### config.mk
export PLATFORM = sky130hd
export DESIGN_NAME = delivery_header_byte_parser_unit
export DESIGN_NICKNAME = d
export VERILOG_FILES = /design/src/rtl/core/dhbp_pkg.sv /design/src/rtl/core/delivery_header_byte_parser_unit.sv
export SDC_FILE = /design/constraint.sdc
export NUM_CORES = 1
export LEC_CHECK = 0
export BUFFER_PORTS_ARGS = -buffer_cell sky130_fd_sc_hd__buf_2
export CAP_MARGIN = 10
export CORE_MARGIN = 4
export CORE_UTILIZATION = 50
export DETAILED_ROUTE_END_ITERATION = 7
export HOLD_SLACK_MARGIN = 0.03
export PLACE_DENSITY = 0.66
export SLEW_MARGIN = 20
export SYNTH_ARGS = -nofsm -noshare
export SYNTH_HDL_FRONTEND = slang
export SYNTH_SLANG_ARGS = --single-unit
### constraint.sdc
create_clock -name i_clk -period 5.1 [get_ports i_clk]
set_clock_uncertainty 0.1 [all_clocks]
set_input_delay 0.255 -clock i_clk [delete_from_list [all_inputs] [get_ports i_clk]]
set_output_delay 0.255 -clock i_clk [all_outputs]
set_load 0.1 [all_outputs]
### src/rtl/core/dhbp_pkg.sv
package dhbp_pkg;

    // Header field tags carried on the result channel
    typedef enum logic [4:0] {
        C_VER     = 5'd0,
        C_HLEN    = 5'd1,
        C_FLAGS   = 5'd2,
        C_ERR     = 5'd3,
        C_DEST    = 5'd4,
        C_SRC     = 5'd5,
        C_SEQ     = 5'd6,
        C_ACK     = 5'd7,
        C_MSS     = 5'd8,
        C_OPTNUM  = 5'd9,
        C_OPTLEN  = 5'd10,
        C_OPT1    = 5'd11,
        C_OPT2    = 5'd12,
        C_FRAG    = 5'd13,
        C_FRAGTOT = 5'd14,
        C_BODY    = 5'd15,
        C_TEXT    = 5'd16,
        C_UNP     = 5'd17
    } t_field;

    // Flag byte bits
    localparam int FL_SYN_BIT  = 1;
    localparam int FL_ACK_BIT  = 2;
    localparam int FL_BCST_BIT = 4;

    localparam logic [7:0] GOOD_VERSION = 8'd2;
    localparam logic [7:0] HDR_UNIT     = 8'd4;
    localparam int         PKT_LEN_W    = 16;

    // One result transaction
    typedef struct packed {
        logic [7:0]  byte_echo;
        t_field      field_code;
        logic [31:0] field_value;
        logic        field_end;
        logic        header_malformed;
        logic        bad_option;
    } t_result;

    // Remaining bytes after the first one of a field
    function automatic logic [2:0] field_extra(input t_field f);
        case (f)
            C_DEST, C_SRC, C_SEQ, C_ACK, C_MSS:    field_extra = 3'd3;
            C_OPT1, C_OPT2, C_FRAG, C_FRAGTOT:     field_extra = 3'd1;
            default:                               field_extra = 3'd0;
        endcase
    endfunction

endpackage

### src/rtl/core/delivery_header_byte_parser_unit.sv
// Each accepted input transaction is tagged and its result registered.
// One byte per cycle while o_in_stall is low; the per-byte tagging is one level of logic
// between the tracking state and the result register.
// A skid register behind the result register absorbs one transaction when the
// output stalls; o_in_stall is that skid register's full flag.
// Reset (i_rst_n low, synchronous) clears all parser state and both result valid flags.
module delivery_header_byte_parser_unit #(
    parameter int LENGTH_BITS = 16
) (
    input  logic                          i_clk,
    input  logic                          i_rst_n,
    input  logic                          i_in_valid,
    output logic                          o_in_stall,
    input  logic [7:0]                    i_data_byte,
    input  logic                          i_first_of_packet,
    input  logic [dhbp_pkg::PKT_LEN_W-1:0] i_packet_length,
    output logic                          o_out_valid,
    input  logic                          i_out_stall,
    output logic [7:0]                    o_byte_echo,
    output logic [4:0]                    o_field_code,
    output logic [31:0]                   o_field_value,
    output logic                          o_field_end,
    output logic                          o_header_malformed,
    output logic                          o_bad_option
);
    import dhbp_pkg::*;

    localparam logic [LENGTH_BITS-1:0] POS_MAX = '1;

    // Parser state
    logic [LENGTH_BITS-1:0] r_pos, n_pos;
    logic [LENGTH_BITS-1:0] r_len, n_len;
    logic [7:0]  r_hdr, n_hdr;
    logic [7:0]  r_flags, n_flags;
    logic        r_body, n_body;
    logic        r_v2, n_v2;
    t_field      r_cur, n_cur;
    logic [2:0]  r_left, n_left;
    logic [31:0] r_acc, n_acc;
    logic [7:0]  r_optnum, n_optnum;
    logic        r_badopt, n_badopt;
    logic        r_malf, n_malf;
    logic        r_open, n_open;

    // Result slots
    t_result     r_out, r_skd, n_res;
    logic        r_out_valid, r_skd_valid;

    logic        w_in_acc, w_out_pop;
    logic [LENGTH_BITS+PKT_LEN_W-1:0] w_len_ext;
    logic [7:0]  w_limit;
    logic        w_opt_more;
    t_field      w_after_opt, w_next;
    logic        w_syn, w_ack, w_bcst;

    assign w_in_acc   = i_in_valid && !r_skd_valid;
    assign w_out_pop  = r_out_valid && !i_out_stall;
    assign o_in_stall = r_skd_valid;
    assign w_len_ext  = {{LENGTH_BITS{1'b0}}, i_packet_length};

    assign w_syn  = r_flags[FL_SYN_BIT];
    assign w_ack  = r_flags[FL_ACK_BIT];
    assign w_bcst = r_flags[FL_BCST_BIT];

    // Option loop: start another option while below the header limit
    assign w_limit     = r_body ? (r_hdr - HDR_UNIT) : r_hdr;
    assign w_opt_more  = r_pos < LENGTH_BITS'(w_limit);
    assign w_after_opt = w_opt_more ? C_OPTNUM : (r_body ? C_FRAG : C_UNP);

    // Field that follows the current one, ordered by the flag byte
    always_comb begin
        case (r_cur)
            C_ERR: begin
                if (r_hdr <= HDR_UNIT)     w_next = C_UNP;
                else if (w_ack)            w_next = C_DEST;
                else if (w_syn || w_bcst)  w_next = C_SRC;
                else                       w_next = C_SEQ;
            end
            C_DEST: begin
                if (w_syn || w_bcst) w_next = C_SRC;
                else                 w_next = C_SEQ;
            end
            C_SRC: w_next = C_SEQ;
            C_SEQ: begin
                if (w_ack)      w_next = C_ACK;
                else if (w_syn) w_next = C_MSS;
                else            w_next = w_after_opt;
            end
            C_ACK: begin
                if (w_syn) w_next = C_MSS;
                else       w_next = w_after_opt;
            end
            C_OPTNUM: begin
                if (r_optnum != 8'd0) w_next = C_OPTLEN;
                else                  w_next = w_after_opt;
            end
            C_OPTLEN: begin
                if (r_optnum == 8'd1)      w_next = C_OPT1;
                else if (r_optnum == 8'd2) w_next = C_OPT2;
                else                       w_next = w_after_opt;
            end
            C_MSS, C_OPT1, C_OPT2:  w_next = w_after_opt;
            C_FRAG:                 w_next = C_FRAGTOT;
            C_FRAGTOT, C_BODY:      w_next = C_BODY;
            default:                w_next = C_UNP;
        endcase
    end

    // Per-byte tagging and state update
    always_comb begin
        n_pos    = r_pos;
        n_len    = r_len;
        n_hdr    = r_hdr;
        n_flags  = r_flags;
        n_body   = r_body;
        n_v2     = r_v2;
        n_cur    = r_cur;
        n_left   = r_left;
        n_acc    = r_acc;
        n_optnum = r_optnum;
        n_badopt = r_badopt;
        n_malf   = r_malf;
        n_open   = r_open;

        n_res.byte_echo        = i_data_byte;
        n_res.field_code       = C_UNP;
        n_res.field_value      = {24'd0, i_data_byte};
        n_res.field_end        = 1'b1;
        n_res.header_malformed = 1'b0;
        n_res.bad_option       = 1'b0;

        if (i_first_of_packet || r_open) begin
            if (i_first_of_packet) begin
                // New packet: clear everything, then take the version byte
                n_pos    = '0;
                n_hdr    = '0;
                n_flags  = '0;
                n_body   = 1'b0;
                n_left   = '0;
                n_acc    = '0;
                n_optnum = '0;
                n_badopt = 1'b0;
                n_malf   = 1'b0;
                n_open   = 1'b1;
                n_len    = w_len_ext[LENGTH_BITS-1:0];
                n_v2     = (i_data_byte == GOOD_VERSION);
                n_res.field_code = C_VER;
            end else if (!r_v2) begin
                n_res.field_code = C_TEXT;
            end else if (r_pos == LENGTH_BITS'(1)) begin
                n_hdr  = {i_data_byte[5:0], 2'b00};
                n_malf = LENGTH_BITS'(n_hdr) > r_len;
                n_body = r_len > LENGTH_BITS'(n_hdr);
                n_res.field_code = C_HLEN;
            end else if (r_pos == LENGTH_BITS'(2)) begin
                n_flags = i_data_byte;
                n_res.field_code = C_FLAGS;
            end else if (r_pos == LENGTH_BITS'(3)) begin
                n_res.field_code = C_ERR;
            end else if (r_left != 3'd0) begin
                // Continue a multi-byte field
                n_acc  = {r_acc[23:0], i_data_byte};
                n_left = r_left - 3'd1;
                n_res.field_code  = r_cur;
                n_res.field_value = n_acc;
                n_res.field_end   = (n_left == 3'd0);
            end else begin
                // Start the next field
                n_acc  = {24'd0, i_data_byte};
                n_left = field_extra(w_next);
                n_res.field_code = w_next;
                n_res.field_end  = (n_left == 3'd0);
                if (w_next == C_OPTNUM) begin
                    n_optnum = i_data_byte;
                    if (i_data_byte > 8'd2) begin
                        n_badopt = 1'b1;
                        n_body   = 1'b0;
                    end
                end
            end
            n_cur = n_res.field_code;
            if (n_pos != POS_MAX) n_pos = n_pos + LENGTH_BITS'(1);
            n_res.header_malformed = n_malf;
            n_res.bad_option       = n_badopt;
        end
    end

    // Parser state registers
    always_ff @(posedge i_clk) begin
        if (!i_rst_n) begin
            r_pos    <= '0;
            r_len    <= '0;
            r_hdr    <= '0;
            r_flags  <= '0;
            r_body   <= 1'b0;
            r_v2     <= 1'b0;
            r_cur    <= C_VER;
            r_left   <= '0;
            r_acc    <= '0;
            r_optnum <= '0;
            r_badopt <= 1'b0;
            r_malf   <= 1'b0;
            r_open   <= 1'b0;
        end else if (w_in_acc) begin
            r_pos    <= n_pos;
            r_len    <= n_len;
            r_hdr    <= n_hdr;
            r_flags  <= n_flags;
            r_body   <= n_body;
            r_v2     <= n_v2;
            r_cur    <= n_cur;
            r_left   <= n_left;
            r_acc    <= n_acc;
            r_optnum <= n_optnum;
            r_badopt <= n_badopt;
            r_malf   <= n_malf;
            r_open   <= n_open;
        end
    end

    // Result register and skid register control
    always_ff @(posedge i_clk) begin
        if (!i_rst_n) begin
            r_out_valid <= 1'b0;
            r_skd_valid <= 1'b0;
        end else if (w_out_pop) begin
            if (r_skd_valid) begin
                r_skd_valid <= 1'b0;
            end else begin
                r_out_valid <= w_in_acc;
            end
        end else if (w_in_acc) begin
            if (r_out_valid) r_skd_valid <= 1'b1;
            else             r_out_valid <= 1'b1;
        end
    end

    // Result payloads
    always_ff @(posedge i_clk) begin
        if (w_out_pop) begin
            if (r_skd_valid) r_out <= r_skd;
            else if (w_in_acc) r_out <= n_res;
        end else if (w_in_acc) begin
            if (r_out_valid) r_skd <= n_res;
            else             r_out <= n_res;
        end
    end

    assign o_out_valid        = r_out_valid;
    assign o_byte_echo        = r_out.byte_echo;
    assign o_field_code       = r_out.field_code;
    assign o_field_value      = r_out.field_value;
    assign o_field_end        = r_out.field_end;
    assign o_header_malformed = r_out.header_malformed;
    assign o_bad_option       = r_out.bad_option;

endmodule

==> flow_metrics.env <==
export IMPL_cts_sinks=168
export IMPL_yosys_area_share_simple_pct=20.9
export IMPL_syn_area_per_cell_um2=10.2
export IMPL_slew_headroom_pct=26.3
export IMPL_drt_total_wl_mm=18.9
export IMPL_worstHoldPathType="primary input to flip-flop"
export IMPL_pwr_share_comb_pct=12.3
export IMPL_dr_max_layer_used="met4"
export IMPL_crit_start="r_body"
export IMPL_synth_fa_ha_area_share_pct=3.03
export IMPL_synth_top_area_share_pct=29.1
export IMPL_crit_fanout=11
export IMPL_fillers=1382
export IMPL_hold_viol=0
export IMPL_status="complete, no violations"
export IMPL_post_route_period_util_pct=72.9
export IMPL_insertion_delay_ns=0.43
export IMPL_synth_compound_area_share_pct=14.3
export IMPL_tritoncts="yes"
export IMPL_ir_worst_vdd_mv=0.243
export IMPL_dp_hpwl_mm=12.9
export IMPL_antenna_found_initial=0
export IMPL_required_ns=5.33
export IMPL_cts_buffer_depth=2
export IMPL_ys_warn_count=0
export IMPL_first_global_vias=5971
export IMPL_wl_per_cell_um=17.0
export IMPL_synth_top_family_by_area="simple AND/OR/NAND/NOR gates"
export IMPL_yosysTopAreaCell="edfxtp_1"
export IMPL_clockPowerShare_pct=42.0
export IMPL_final_max_slew_viol_count=0
export IMPL_min_period_ns=3.72
export IMPL_dr_total_vias=6307
export IMPL_synth_edff_count=80
export IMPL_synth_nets=857
export IMPL_layout_commonest_cell="nand2_1"
export IMPL_rows=46
export IMPL_clkTransAtPathRegs_ns=0.07
export IMPL_grt_first_pass_wirelength_mm=30.8
export IMPL_wl_met1_mm=8.92
export IMPL_dieArea_mm2=0.0186
export IMPL_core_area_mm2=0.0160
export IMPL_cp_arrival_ns=3.95
export IMPL_gr_total_overflow=0
export IMPL_swShare_pct=28.2
export IMPL_power_leakage_uw=0.00357
export IMPL_power_total_uw=3230
export IMPL_synth_cells=808
export IMPL_drt_iter0_drc=368
export IMPL_reg2reg_to="r_optnum[2]"
export IMPL_powerDensity_mw_per_mm2=337
export IMPL_critPathKind="flip-flop to flip-flop"
export IMPL_synthArstFlopShare_pct=0
export IMPL_cts_resized=0
export IMPL_drive_gt1_share_pct=19.0
export IMPL_power_switching_uw=911
export IMPL_synth_cell_type_count=73
export IMPL_cp_start_kind="flip-flop"
export IMPL_via_per_inst=5.66
export IMPL_synth_ff_type="dfxtp_1"
export IMPL_hold_buffers=24
export IMPL_final_setup_tns_ns=0
export IMPL_numCtsBuffers=17
export IMPL_clock_fmax_mhz=269
export IMPL_n_antenna_cell=0
export IMPL_place_congestion=0.887
export IMPL_rrSetupSlack_ns=1.38
export IMPL_rsz0062_at_grt="false"
export IMPL_setup_viol=0
export IMPL_portBuffers=78
export IMPL_internal_power_uw=2320
export IMPL_initial_utilization_pct=51.6
export IMPL_synth_seq_cells=168
export IMPL_nets=934
export IMPL_pwr_share_seq_pct=45.6
export IMPL_die_h_um=136
export IMPL_drtPass1Iterations=4
export IMPL_grt_max_degree=71
export IMPL_r2r_start="r_body"
export IMPL_dr_wl_met2_mm=9.05
export IMPL_ys_seq_area_share_pct=50.5
export IMPL_muxShareOfSynthArea_pct=5.91
export IMPL_rr_worst_depth=12
export IMPL_cts_htree_levels=4
export IMPL_cts_root_buf="clkbuf_16"
export IMPL_yosys_top_cells_area="edfxtp_1, dfxtp_1, mux2_2, nand2_1, nor2b_1"
export IMPL_syn2layout_area_growth_pct=16.4
export IMPL_tightest_slew_ns=1.10
export IMPL_wl_met3_um=762
export IMPL_crit_end="r_optnum[2]"
export IMPL_ios=79
export IMPL_die_w_um=136
export IMPL_synth_xor_area_share_pct=1.38
export IMPL_grtUsageTotal_pct=20.7
export IMPL_ant_nets=0
export IMPL_postCtsSetupRepairBufs=0
export IMPL_netlist_area_mm2=0.00825
export IMPL_drc=0
export IMPL_drv_cap=0
export IMPL_cp_end_kind="flip-flop"
export IMPL_layout_common_cells="nand2_1, dfxtp_1, edfxtp_1"
==> critical path: stages (launching register included) <==
cell,delay (ns)
dfxtp_1,0.44
inv_1,0.12
nor4_1,0.46
nand2_1,0.12
xor2_1,0.17
ha_1,0.29
inv_1,0.06
o2111a_1,0.23
o22ai_1,0.14
o21ai_0,0.17
nand4_1,0.47
or2_2,0.54
o311ai_1,0.30
==> cell type report <==
class	instances	area, µm²	area share, %
Inverter	24	90.1	0.937
Clock inverter	13	183	1.90
Clock buffer	19	433	4.50
Multi-Input combinational cell	565	3790	39.4
Timing Repair Buffer	109	683	7.11
Tap cell	216	270	2.81
Sequential cell	168	4160	43.3
==> power by group through the flow <==
| stage | Combinational, µW | Sequential (µW) | Clock, µW |
|---|---|---|---|
| after floorplan | 153 | 1660 | 0 |
| after global placement | 380 | 1500 | 0 |
| after detailed placement | 384 | 1510 | 0 |
| after CTS | 399 | 1480 | 1370 |
| after global routing | 420 | 1480 | 1440 |
| final | 399 | 1480 | 1360 |
==> synth_stat cells (3+ instances only) <==
library cell	count
nand2_1	90
dfxtp_1	88
edfxtp_1	80
nor2b_1	44
nor2_1	39
and2_1	35
nand3_1	32
o21ai_0	32
mux2_2	30
clkbuf_1	29
inv_1	23
a21boi_0	21
ha_1	20
a21oi_1	19
a22oi_1	19
mux2i_1	15
nor3_1	14
o211ai_1	11
buf_4	10
buf_2	9
nand4_1	9
o2111ai_1	9
a21o_1	7
and3_1	7
nand2b_1	7
nor4_1	7
o21a_1	7
xnor2_1	7
or2_2	6
xor2_1	6
nand3b_1	5
nor3b_1	5
o31ai_1	4
or3_1	4
or4_1	4
nor4bb_1	3
o22ai_1	3
o311ai_1	3
==> per-layer routing <==
metal  global-route usage [%]  vias up
li1                         -     3087
met1                     29.2     3050
met2                     33.4      156
met3                     3.59       14
met4                     4.93        0
met5                        0        -
==> cell families after synthesis <==
group	count (synthesis)
compound gates	162
xor+xnor	13
fa+ha+maj	20
buf+inv	75
flops	168
mux	45
simple gates	325
==> flip-flops by register name, indices dropped and copies added (netlist names), 3 cells and up <==
name,flops
r_hdr,6
r_skd,40
r_len,16
r_cur,5
r_acc,24
r_flags,3
r_pos,16
o_field_value,25
r_left,3
o_field_code,5
o_byte_echo,7
r_optnum,8
==> per-stage QoR <==
| stage | util [%] | hold slack [ns] | instances | worst slack, ns | area, µm² |
|---|---|---|---|---|---|
| after global placement | 54.7 | 0.353 | 1058 | 1.38 | 8750 |
| after detailed placement | 54.7 | 0.358 | 1058 | 1.22 | 8750 |
| after floorplan | - | 0.254 | 808 | 1.36 | 8250 |
| after CTS | 60.0 | 0.0614 | 1114 | 1.38 | 9610 |
| after global routing | 60.1 | 0.0746 | 1114 | 1.08 | 9610 |
| final | 60.1 | 0.0769 | 1114 | 1.38 | 9610 |
==> worst min-delay path by stage <==
stage / from / cells after the start / end
finish: i_data_byte[0] / 1 / r_skd[40]
global placement: r_malf / 2 / r_malf
floorplan: i_data_byte[7] / 0 / r_skd[10]
detailed placement: r_len[14] / 2 / r_len[14]
CTS: i_data_byte[0] / 1 / r_skd[40]
global route: i_data_byte[0] / 1 / r_skd[40]
Note: power is estimated with default switching activity, not from simulation.
